## src/design/id_pool_allocator_defines.svh

```systemverilog
// assertion macros shared by the id pool allocator rtl
`ifndef ID_POOL_ALLOCATOR_DEFINES_SVH
`define ID_POOL_ALLOCATOR_DEFINES_SVH

// condition must hold at every clock edge outside reset
`define IPA_ASSERT_ALWAYS(label, clk, rst, cond, msg) \
  label: assert property (@(posedge clk) disable iff (rst) (cond)) else $error(msg);

// consequent must hold in the same cycle as the antecedent
`define IPA_ASSERT_IMPLY(label, clk, rst, ante, cons, msg) \
  label: assert property (@(posedge clk) disable iff (rst) (ante) |-> (cons)) else $error(msg);

// consequent must hold in the cycle after the antecedent
`define IPA_ASSERT_NEXT(label, clk, rst, ante, cons, msg) \
  label: assert property (@(posedge clk) disable iff (rst) (ante) |=> (cons)) else $error(msg);

`endif

```

## src/design/ipa_pkg.sv

```systemverilog
// types and constants of the id pool allocator
package ipa_pkg;

  // fixed field widths
  localparam int WIN_W    = 10;
  localparam int SID_W    = 20;
  localparam int TAG_IN_W = 16;
  localparam int FUNC_W   = 2;
  localparam int COUNT_W  = 11;

  // largest identifier a window register can name
  localparam logic [COUNT_W-1:0] WIN_MAX = 11'd1023;

  // parameter defaults
  localparam int DEF_MAP_ENTRIES = 1024;
  localparam int DEF_TAG_WIDTH   = 16;

  // reset values of the window registers
  localparam logic [WIN_W-1:0] WINDOW_LOW_RST  = 10'd1;
  localparam logic [WIN_W-1:0] WINDOW_HIGH_RST = 10'd1023;

  typedef enum logic [FUNC_W-1:0] {
    FUNC_ALLOC  = 2'd0,
    FUNC_INSERT = 2'd1,
    FUNC_FREE   = 2'd2,
    FUNC_LOOKUP = 2'd3
  } func_t;

  typedef enum logic {
    CFG_WINDOW_LOW  = 1'b0,
    CFG_WINDOW_HIGH = 1'b1
  } cfg_reg_t;

  typedef enum logic [2:0] {
    ST_CLEAR,
    ST_IDLE,
    ST_READ,
    ST_MOD,
    ST_PROBE,
    ST_DONE
  } state_t;

endpackage

```

## src/design/ipa_rem.sv

```systemverilog
// bit-serial remainder of the probe cursor by the window size
module ipa_rem (
  input  logic                     clk,
  input  logic                     rst,
  input  logic                     start,
  input  logic [ipa_pkg::WIN_W-1:0] dividend,
  input  logic [ipa_pkg::WIN_W-1:0] divisor,
  output logic                     done,
  output logic [ipa_pkg::WIN_W-1:0] rem
);

  localparam int CNT_W = $clog2(ipa_pkg::WIN_W + 1);

  logic                      busy;
  logic [CNT_W-1:0]          cnt;
  logic [ipa_pkg::WIN_W-1:0] dq;
  logic [ipa_pkg::WIN_W-1:0] r;
  logic [ipa_pkg::WIN_W:0]   trial;

  // shift in the next dividend bit, subtract when it fits
  assign trial = {r, dq[ipa_pkg::WIN_W-1]};

  // control
  always_ff @(posedge clk) begin
    if (rst) begin
      busy <= 1'b0;
      done <= 1'b0;
      cnt  <= '0;
    end else begin
      done <= busy && (cnt == CNT_W'(1));
      if (start) begin
        busy <= 1'b1;
        cnt  <= CNT_W'(ipa_pkg::WIN_W);
      end else if (busy) begin
        cnt <= cnt - CNT_W'(1);
        if (cnt == CNT_W'(1)) begin
          busy <= 1'b0;
        end
      end
    end
  end

  // datapath
  always_ff @(posedge clk) begin
    if (start) begin
      r  <= '0;
      dq <= dividend;
    end else if (busy) begin
      dq <= {dq[ipa_pkg::WIN_W-2:0], 1'b0};
      if (trial >= {1'b0, divisor}) begin
        r <= ipa_pkg::WIN_W'(trial - {1'b0, divisor});
      end else begin
        r <= ipa_pkg::WIN_W'(trial);
      end
    end
  end

  assign rem = r;

endmodule

```

## config.mk

```make
export PLATFORM = sky130hd
export DESIGN_NAME = ipa_rem
export DESIGN_NICKNAME = d
export VERILOG_FILES = /design/src/design/id_pool_allocator_defines.svh /design/src/design/ipa_pkg.sv /design/src/design/ipa_rem.sv
export SDC_FILE = /design/constraint.sdc
export NUM_CORES = 1
export LEC_CHECK = 0
export ABC_AREA = 1
export BUFFER_PORTS_ARGS = -buffer_cell sky130_fd_sc_hd__buf_2
export CAP_MARGIN = 10
export CORE_UTILIZATION = 45
export DETAILED_ROUTE_END_ITERATION = 7
export GPL_ROUTABILITY_DRIVEN = 0
export GPL_TIMING_DRIVEN = 0
export PLACE_DENSITY_LB_ADDON = 0.1
export SLEW_MARGIN = 20
export SYNTH_ARGS = -nofsm -noshare
export SYNTH_HDL_FRONTEND = slang
export SYNTH_SLANG_ARGS = --single-unit
```

## constraint.sdc

```tcl
create_clock -name clk -period 2.9 [get_ports clk]
set_input_delay 0.29 -clock clk [delete_from_list [all_inputs] [get_ports clk]]
set_output_delay 0.29 -clock clk [all_outputs]
set_load 0.02 [all_outputs]
```

## Word-level counts from Yosys, hierarchy flattened

Cells that the tools add are included.
W data, S select, Z words.

- Flip-flop bits (word level): 26
- Input bits: 23
- Word-level logic and storage cells: 21

- Equal/unequal tests: 1
- Reductions and logical operators: 3
- Order comparisons: 1
- Multiplexer cells: 8
- $add $sub $neg: 2

Operator list:

| kind | number |
|---|---|
| $mux W10 | 3 |
| $ge A11 B10 Y1 | 1 |
| $sub A10 B10 Y10 | 1 |
| $mux W4 | 2 |
| $eq A4 B1 Y1 const B | 1 |
| $sub A4 B1 Y4 const B | 1 |
| $mux W1 | 3 |
| $reduce_bool A2 Y1 | 1 |
| $reduce_or A2 Y1 | 1 |
| $logic_and A1 B1 Y1 | 1 |

## Longest topological paths before layout

Gate-level depths: netlist (run 1).

- Depth in word-level cells: 4
- Mapped depth: 12

## Least setup slack after synthesis (run 1)

No wires, ideal clock.

- Path type: reg2reg
- Start point: register r (netlist bit rem[3])
- End point: register r (netlist bit rem[5])
- Period minus slack after synthesis: 1638 ps
- Required time: 2787 ps
- Arrival time: 1525 ps
- Library setup time: 113 ps
- Slack: 1262 ps
- Stages on the path, launching flop included: 12
- Cell sequence: dfxtp_1 ha_1 nand2_1 nand2_2 nand2_2 nand2_2 nand2_2 and2_4 buf_6 nand4_1 nand3_1 nand2_1

- Word-level cells in the longest chain between the ends: 2

Ends and longest elaborated chain:

| element | RTL line | RTL |
|---|---|---|
| from (decl) | ipa_rem.sv:17 | `logic [ipa_pkg::WIN_W-1:0] r;` |
| from (signal assigned) | ipa_rem.sv:51 | `r <= ipa_pkg::WIN_W'(trial - {1'b0, divisor});` |
| from (signal assigned) | ipa_rem.sv:53 | `r <= ipa_pkg::WIN_W'(trial);` |
| $sub A10 B10 Y10 or $ge A11 B10 Y1 (tied branches) | ipa_rem.sv:51, ipa_rem.sv:50 |  |
| $mux W10 * | ipa_rem.sv:50 | `if (trial >= {1'b0, divisor}) begin` |

Mark *: on every way between the ends. The rest lies on a longest branch, timed or not.
A chain may end at the register's enable or synchronous reset.

## Worst setup path after layout (run 1)

- Start point: register dq[9] in the netlist's numbering
- End point: register r (netlist bit rem[8])

- Word-level cells in the longest chain between the ends: 2

Ends and longest elaborated chain:

| element | RTL line | RTL |
|---|---|---|
| from (decl) | ipa_rem.sv:16 | `logic [ipa_pkg::WIN_W-1:0] dq;` |
| from (signal assigned) | ipa_rem.sv:47 | `dq <= dividend;` |
| from (signal assigned) | ipa_rem.sv:49 | `dq <= {dq[ipa_pkg::WIN_W-2:0], 1'b0};` |
| $sub A10 B10 Y10 or $ge A11 B10 Y1 (tied branches) | ipa_rem.sv:51, ipa_rem.sv:50 |  |
| $mux W10 * | ipa_rem.sv:50 |  |

Marked as above.

==> qor.txt, run 1 <==
outcome: finished, final reports clean
Hold Fails Final Rpt: 0
sequential fraction of the synthesis area: 34.61%
post-DP HPWL: 2836 um
DR iter-0 viols: 114
synthesis-to-layout area growth: 16.54%
worst path cell trace: inv_1, ha_1, inv_1, fa_1, nand3_1, nand2_1, nand2_1, nand2_1, nand2_1, nand3_1, nand3_1, nand2_1
Least-Margin Pin Slew: 498.6 ps
Sw Share: 25.72%
switching pwr: 0.2243 mW
post-CTS setup buffers: 0
Max Buffers Root-to-Sink: 2
Worst EP arrival: 2050 ps
Pint: 0.6478 mW
Core ar.: 0.003744 sq mm
FF+latch count, synth: 26
H-tree Lvls: 1
# rows: 22
DR vias/cell: 4.841
first-pass GRT wire length: 6499 um
GRT Resource Usage Total: 19.90%
nets@finish: 336
Final period util: 64.45%
grt ovf: 0
antenna fix cells: 0
wire length per cell: 11.01 um
Tightest Hold Check Type: in -> reg
WP buf/inv: 2
fmax: 535.1 MHz
Avg Cell Area, Syn: 6.843 sq um
clock sink count: 26
DR vias: 1,680
CTS buffer count: 3
clk_skew: 7.011 ps
syn nets: 298
peak per-stage delay on the critical path: 400 ps
crit path kind: reg -> reg
leakage: 1.149 nW
# setup viols final: 0
CP startpoint kind: register
worst-path maximum fanout: 3
clk slew on worst S/H paths: 100 ps
root buffer cell: clkbuf_8
Resize count post-CTS: 0
number of global-route vias before repair: 1,521
drc violations: 0
Comb pwr share: 17.2%
slowest stage cell, crit path: fa_1
CP most frequent cell: nand2_1
CP top delay family: simple AND/OR/NAND/NOR gates
max_slew headroom: 66.76%
post-cts hold buffer count: 0
Final Critical Period: 1869 ps
Die Area: 0.004241 sq mm
largest net degree at the start of global routing: 16
peak supply drop: 0.0003090 V
worst endpoint required time: 3080 ps
initial antenna violation count: 0
pwr/cell area: 417.3 mW/mm^2
Flop pwr share: 47.6%
RSZ-0062 raised after global routing: no
Max-Cap Viols: 0
PortBufs: 33
Yosys cell types: 27
Total Routed Length: 3821 um
drt first pass iters: 4
Design Area, Final: 0.002090 sq mm
Final WS setup: 1031 ps
Die Height: 65.12 um
Skew-Pair Late Insertion Delay: 270 ps
synth warn: 0
Die Wd: 65.12 um
Placement Cell Area: 0.002018 sq mm
power share of the clock group: 35.2%
CTS tree: done
Initial Utilization: 47.89%
dpl ws: 1024 ps
Slew Limit Fails: 0
Worst Setup End Kind: register
Mapped Area: 0.001793 sq mm
Antenna Nets Post-Route: 0
setup TNS: 0 ps
share of cells above drive strength 1: 19.06%
Post-Synthesis Cells: 262
IO Pins: 34
## state kept, by name (all words and copies together) (netlist names)
register and count:
dq 10, rem 10, cnt 4, busy 1
done 1
## kinds of logic after synthesis
family / synth area share [%]
adder cells (fa/ha/maj): 9.490
buffers and inverters: 12.35
flip-flops: 34.61
AO/OA/AOI/OAI: 3.141
AND/OR/NAND/NOR: 38.94
XOR/XNOR: 1.466
## cell usage after synthesis (all sizes together)
cell type | count | area [sq um]
a21oi | 6 | 33.78
o21a | 1 | 7.510
inv | 47 | 176.4
dfxtp | 16 | 320.3
a31oi | 1 | 6.260
clkbuf | 4 | 18.77
nor2 | 14 | 55.06
nand4 | 12 | 87.58
fa | 1 | 20.02
ha | 12 | 150.1
nor3 | 2 | 10.01
buf | 3 | 26.27
nand3 | 29 | 145.1
a221oi | 1 | 8.760
and2 | 1 | 8.760
nand2 | 97 | 379.1
nor4 | 1 | 6.260
edfxtp | 10 | 300.3
or2 | 1 | 6.260
xnor2 | 3 | 26.28
## layout make-up
cell class | instances | area [sq um]
Inverter | 47 | 176.4
Fill cell | 399 | 1654
Clock inverter | 1 | 30.03
Sequential cell | 26 | 620.6
Clock buffer | 3 | 41.29
Tap cell | 48 | 60.06
Buffer | 7 | 45.04
Timing Repair Buffer | 33 | 165.2
Multi-Input combinational cell | 182 | 950.9
## routing by layer
layer | vias to the layer above | share of wire [%] | routed length (um) | global-route usage (%)
met4 | 0 | 0.86 | 33 | 5.435
met5 | - | 0 | 0 | 0
met1 | 744 | 47 | 1803 | 24.65
met3 | 2 | 3.5 | 134 | 3.819
met2 | 35 | 48 | 1850 | 35.03
li1 | 899 | - | - | -
## power groups by stage
stage	Combinational [mW]	Clock [mW]	Sequential, mW
detailed placement	0.150	0	0.424
global placement	0.148	0	0.424
floorplan	0.104	0	0.425
finish	0.150	0.307	0.415
CTS	0.151	0.316	0.416
global route	0.173	0.331	0.418
## per-stage QoR
stage	util [%]	instances	total power, mW	hold slack, ps
after floorplan	-	262	0.5294	359.1
final	55.82	347	0.8720	235.7
after global placement	53.91	343	0.5719	466.8
after CTS	55.82	347	0.8827	237.4
after global routing	55.82	347	0.9223	239.6
after detailed placement	53.91	343	0.5740	479.7
## path summary, 6_finish.rpt
| path | slack (ps) | cells after the start | from | end |
|---|---|---|---|---|
| setup / recovery | 1030 | 12 | dq[9] | rem[8] |
| hold / removal | 240 | 2 | rst | busy |
| setup reg to reg | 1030 | 12 | dq[9] | rem[8] |
| hold reg to reg | 490 | 2 | cnt[3] | cnt[3] |
## cell usage in the layout, fill, tap and decap left out, drive strengths merged, types with 2 or more instances in the layout
cell type,Yosys,routed
inv,47,47
xnor2,3,3
clkbuf,4,7
buf,3,36
nor2,14,14
ha,12,12
nand4,12,12
edfxtp,10,10
a21oi,6,6
nand3,29,29
nor3,2,2
nand2,97,97
dfxtp,16,16
Note: power is estimated with default switching activity, not from simulation.
==> inputs of run 2 (changes only) <==
--- a/config.mk
+++ b/config.mk
@@ -5,7 +5,7 @@
 export SDC_FILE = /design/constraint.sdc
 export NUM_CORES = 1
 export LEC_CHECK = 0
-export ABC_AREA = 1
+export ABC_AREA = 0
 export BUFFER_PORTS_ARGS = -buffer_cell sky130_fd_sc_hd__buf_2
 export CAP_MARGIN = 10
 export CORE_UTILIZATION = 45
==> constraint.sdc (replaced) <==
create_clock -name clk -period 1.5 [get_ports clk]
set_input_delay 0.15 -clock clk [delete_from_list [all_inputs] [get_ports clk]]
set_output_delay 0.15 -clock clk [all_outputs]
set_load 0.02 [all_outputs]
==> qor.txt, run 2 <==
Core ar.: 0.003390 sq mm
EDFF count, synth: 10
Antenna Nets Post-Route: 0
max_slew headroom: 60.29%
Max-Cap Viols: 0
Mapped Area: 0.001625 sq mm
final std cells w/o fill: 262
pwr/cell area: 857.5 mW/mm^2
CTS buffer count: 3
post-cts hold buffer count: 0
fill count: 288
IO Pins: 34
Post-Synthesis Cells: 166
Worst R2R Start: rem[1]
failing checks: negative setup slack
outcome: complete, but fails checks
share of cells above drive strength 1: 44.91%
synth warn: 0
sequential fraction of the synthesis area: 38.18%
crit path kind: reg -> reg
synthesis-to-layout area growth: 34.64%
clk_skew: 4.810 ps
Yosys top cell area share: 19.71%
Worst EP arrival: 2220 ps
asr flop ratio synth: 0%
worst endpoint required time: 1750 ps
Final period util: 131.1%
CP startpoint kind: register
# setup viols final: 10
root buffer cell: clkbuf_4
Skew-Pair Late Insertion Delay: 320 ps
most common cell in the netlist: nor2_1
top cell type by total area after synthesis: dfxtp_1
GRT Resource Usage Total: 21.59%
worst-path maximum fanout: 5
first-pass GRT wire length: 6658 um
clock sink count: 26
synth cell count leaders: nor2_1, inv_1, dfxtp_1
top_reg_cell synth: dfxtp_1
number of global-route vias before repair: 1,473
Max Buffers Root-to-Sink: 2
peak per-stage delay on the critical path: 390 ps
worst path cell trace: ha_4, o211ai_2, a21oi_4, o31ai_4, a41oi_4, buf_6, a31o_1, a211oi_2
largest net degree at the start of global routing: 15
FF+latch count, synth: 26
Tightest Hold Check Type: in -> reg
Avg Cell Area, Syn: 9.791 sq um
CTS tree: done
Hold Fails Final Rpt: 0
Die Wd: 62.10 um
placed insts: 244
Slew Limit Fails: 0
Worst Setup End Kind: register
most common cell after layout, fill and taps aside: buf_2
# rows: 21
syn nets: 202
RSZ-0062 raised after global routing: yes
DR vias: 1,380
drc violations: 0
Total Routed Length: 3772 um
Initial Utilization: 47.95%
clk slew on worst S/H paths: 140 ps
worst hold margin: 52.48 ps
Die Height: 62.10 um
hold path startpoint: rst
Area contributors post-synth: dfxtp_1, edfxtp_1, ha_1
grt ovf: 0
setup TNS: -4144 ps
most frequent cells in the layout: buf_2, nor2_1, inv_1
Setup crit start: rem[1]
Design Area, Final: 0.002188 sq mm
slowest stage cell, crit path: dfxtp_4
DR iter-0 viols: 100
leakage: 0.9191 nW
nets@finish: 253
peak supply drop: 0.0005801 V
Die Area: 0.003856 sq mm
H-tree Lvls: 1
DR vias/cell: 5.267
PortBufs: 32
fmax: 508.6 MHz
drt first pass iters: 4
Final Critical Period: 1966 ps
Placement Cell Area: 0.001959 sq mm
Least-Margin Pin Slew: 595.6 ps
Yosys cell types: 39
initial antenna violation count: 0
antenna fix cells: 0
post-DP HPWL: 2720 um
Final WS setup: -466.3 ps
wire length per cell: 14.40 um
-- run 2: changes by cell type in the layout (fill, tap and decap cells not counted), sizes merged, moves of 4 or more --
cell / previous run / this run
nor2: 14 / 21
a21oi: 6 / 10
xor2: 0 / 5
mux2i: 0 / 6
nand4: 12 / 2
buf: 36 / 47
nand2: 97 / 9
inv: 47 / 17
a211oi: 0 / 7
nand3: 29 / 1
mux2: 0 / 10
-- run 2: worst paths after layout --
kind	to	slack (ps)	cells after the start
worst min register to register	rem[2]	520	2
worst min-delay path	cnt[3]	50	2
worst max register to register	rem[6]	-470	8
worst max-delay path	rem[6]	-470	8
-- run 2: repair_timing --
item,4_1_cts,5_1_grt
pin swaps,9,9
endpoints found under the setup margin,20,20
gates resized for setup,15,8
buffers inserted,11,1
cloned,1,1
-- run 2: per-stage QoR --
step | worst slack, ps | utilization (%) | power [mW]
finish | -466.3 | 64.56 | 1.876
detailed placement | -580.0 | 57.81 | 1.438
global placement | -486.5 | 57.81 | 1.418
global route | -566.9 | 64.56 | 2.002
CTS | -483.1 | 63.23 | 1.870
floorplan | -328.9 | - | 1.291
-- run 2: power breakdown --
group	leakage, nW	switching, mW	internal (mW)
registers	0.237	0.0470	0.801
logic	0.661	0.347	0.333
clock network	0.0210	0.201	0.148
total	0.919	0.594	1.28
-- run 2: logic make-up (layout without fill, tap and decap cells) --
family / count (synthesis) / after routing / synth area share (%)
AND/OR/NAND/NOR: 47 / 47 / 13.86
AO/OA/AOI/OAI: 32 / 32 / 16.24
flip-flops: 26 / 26 / 38.18
buffers and inverters: 23 / 73 / 5.774
multiplexers: 16 / 16 / 10.62
adder cells (fa/ha/maj): 13 / 13 / 10.47
XOR/XNOR: 9 / 9 / 4.850
-- run 2: critical path: cells and delay by family (launching register included) --
family	cells	cell delay, ps
AO/OA/AOI/OAI	6	1080
flip-flops	1	390
adder cells (fa/ha/maj)	1	240
buffers and inverters	1	180
-- run 2: routing by layer --
layer / track usage [%] / vias up / routed length (um)
met1: 26.19 / 653 / 1596
li1: - / 690 / -
met3: 2.941 / 4 / 141
met5: 0 / - / 0
met4: 6.395 / 0 / 34
met2: 39.42 / 33 / 2000
-- run 2: area by class of cell --
| cell class | count | area (sq um) | area share (%) |
|---|---|---|---|
| repair buffers | 45 | 261.5 | 11.95 |
| plain buffers | 6 | 31.28 | 1.429 |
| multi-input cells | 117 | 1089 | 49.74 |
| flip-flops and latches | 26 | 641.9 | 29.33 |
| clock buffers | 4 | 36.28 | 1.658 |
| inverters | 17 | 63.81 | 2.916 |
| repair inverters | 1 | 7.507 | 0.3431 |
| well taps | 46 | 57.56 | 2.630 |
==> inputs of run 3 (changes only) <==
--- a/config.mk
+++ b/config.mk
@@ -13,6 +13,7 @@
 export GPL_ROUTABILITY_DRIVEN = 0
 export GPL_TIMING_DRIVEN = 0
 export PLACE_DENSITY_LB_ADDON = 0.1
+export SKIP_CTS_REPAIR_TIMING = 1
 export SLEW_MARGIN = 20
 export SYNTH_ARGS = -nofsm -noshare
 export SYNTH_HDL_FRONTEND = slang
==> constraint.sdc (replaced) <==
create_clock -name clk -period 1.5 [get_ports clk]
set_input_delay 0.3 -clock clk [delete_from_list [all_inputs] [get_ports clk]]
set_output_delay 0.3 -clock clk [all_outputs]
set_load 0.02 [all_outputs]
==> qor.txt, run 3 (synthesis gave the netlist of run 2 again) <==
Placement Cell Area: 0.001961 sq mm
PortBufs: 32
GRT Resource Usage Total: 19.20%
DR vias/cell: 5.402
Skew-Pair Late Insertion Delay: 320 ps
RSZ-0062 raised after global routing: yes
worst hold margin: 201.3 ps
hold path startpoint: rst
final std cells w/o fill: 259
slowest stage cell, crit path: dfxtp_4
grt ovf: 0
FF-to-FF setup slack: -570 ps
share of cells above drive strength 1: 46.48%
Die Height: 62.10 um
Core ar.: 0.003390 sq mm
Design Area, Final: 0.002161 sq mm
root buffer cell: clkbuf_4
antenna fix cells: 0
crit path kind: reg -> reg
Final WS setup: -570.6 ps
Final Power: 1.884 mW
Max Buffers Root-to-Sink: 2
most common cell after layout, fill and taps aside: buf_2
number of global-route vias before repair: 1,358
fill count: 284
drt first pass iters: 4
Worst Setup End Kind: register
outcome: complete, but fails checks
clock sink count: 26
Worst R2R Start: rem[2]
DR vias: 1,399
DR iter-0 viols: 65
CTS tree: done
Die Area: 0.003856 sq mm
Least-Margin Pin Slew: 580.8 ps
Worst Hold Depth: 2
CP startpoint kind: register
Antenna Nets Post-Route: 0
peak supply drop: 0.0006305 V
Sw Share: 31.97%
Pint: 1.282 mW
Hold Fails Final Rpt: 0
Worst EP arrival: 2280 ps
Total Routed Length: 3835 um
H-tree Lvls: 1
stages on the worst setup path: 8
post-DP HPWL: 2679 um
largest net degree at the start of global routing: 15
Slew Limit Fails: 0
clk slew on worst S/H paths: 140 ps
CP top delay family: compound AO/OA/AOI/OAI gates
peak per-stage delay on the critical path: 380 ps
FF-to-FF path depth: 8
Final period util: 138.0%
placed insts: 244
drc violations: 0
Final Critical Period: 2071 ps
leakage: 0.9191 nW
CTS buffer count: 3
nets@finish: 250
clk_skew: 5.412 ps
synthesis-to-layout area growth: 32.95%
Initial Utilization: 47.95%
# rows: 21
Die Wd: 62.10 um
pwr/cell area: 872.0 mW/mm^2
WP buf/inv: 1
Hold EP: cnt[3]
wire length per cell: 14.81 um
fmax: 483.0 MHz
Crit Reg-Reg Endpoint: rem[8]
IO Pins: 34
max_slew headroom: 61.28%
dpl ws: -618.5 ps
Max-Cap Viols: 0
first-pass GRT wire length: 5913 um
Tightest Hold Check Type: in -> reg
most frequent cells in the layout: buf_2, nor2_1, inv_1
failing checks: negative setup slack
Comb pwr share: 36.0%
switching pwr: 0.6024 mW
worst path cell trace: ha_4, o211ai_2, a21oi_4, o31ai_4, a41oi_2, buf_6, mux2i_4, a211oi_2
worst-path maximum fanout: 5
# setup viols final: 10
Flop pwr share: 45.3%
power share of the clock group: 18.7%
initial antenna violation count: 0
worst endpoint required time: 1710 ps
==> run 3: cell types whose count changed in the layout (fill, tap and decap cells not counted), sizes merged <==
cell	change
clkinvlp	-1
buf	-2
==> run 3: power groups by stage <==
stage                     clock network (mW)  logic [mW]  registers, mW
final                                  0.353       0.678          0.854
after global routing                   0.394       0.734          0.863
after CTS                              0.367       0.573          0.853
after detailed placement                   0       0.568          0.869
after global placement                     0       0.552          0.866
after floorplan                            0       0.405          0.886
==> run 3: routing by layer <==
layer,wire length (um),vias to the layer above,GRT usage (%)
met5,0,-,0
met4,86,0,9.012
met3,179,12,3.493
met2,1993,41,34.20
met1,1576,660,22.12
li1,-,686,-
==> run 3: area by class of cell <==
class	instances	area, sq um	area share [%]
multi-input combinational	117	1086	50.26
sequential	26	641.9	29.70
timing repair buffer	43	242.7	11.23
inverter	17	63.81	2.953
tap	46	57.56	2.664
clock buffer	4	36.28	1.679
buffer	6	32.53	1.506
==> run 3: stage by stage <==
stage          TNS, ps  util, %
2_1_floorplan    -2624        -
3_3_place_gp     -7282    57.84
3_5_place_dp     -8473    57.84
4_1_cts          -7273    58.91
5_1_grt          -5392    63.75
6_report         -4976    63.75
==> run 3: worst max-delay path by stage <==
| stage | to | slack [ps] | from |
|---|---|---|---|
| final | rem[8] | -570 | rem[2] |
| after global routing | rem[8] | -600 | dq[9] |
| after CTS | rem[8] | -570 | dq[9] |
| after detailed placement | rem[8] | -620 | divisor[4] |
| after global placement | rem[7] | -580 | divisor[1] |
| after floorplan | rem[0] | -330 | rem[3] |
==> run 3: worst reg2reg max path: stages, from the launching register on <==
cell and delay [ps]:
dfxtp_4 380, ha_4 300, o211ai_2 110, a21oi_4 190
o31ai_4 110, a41oi_2 340, buf_6 200, mux2i_4 240
a211oi_2 80
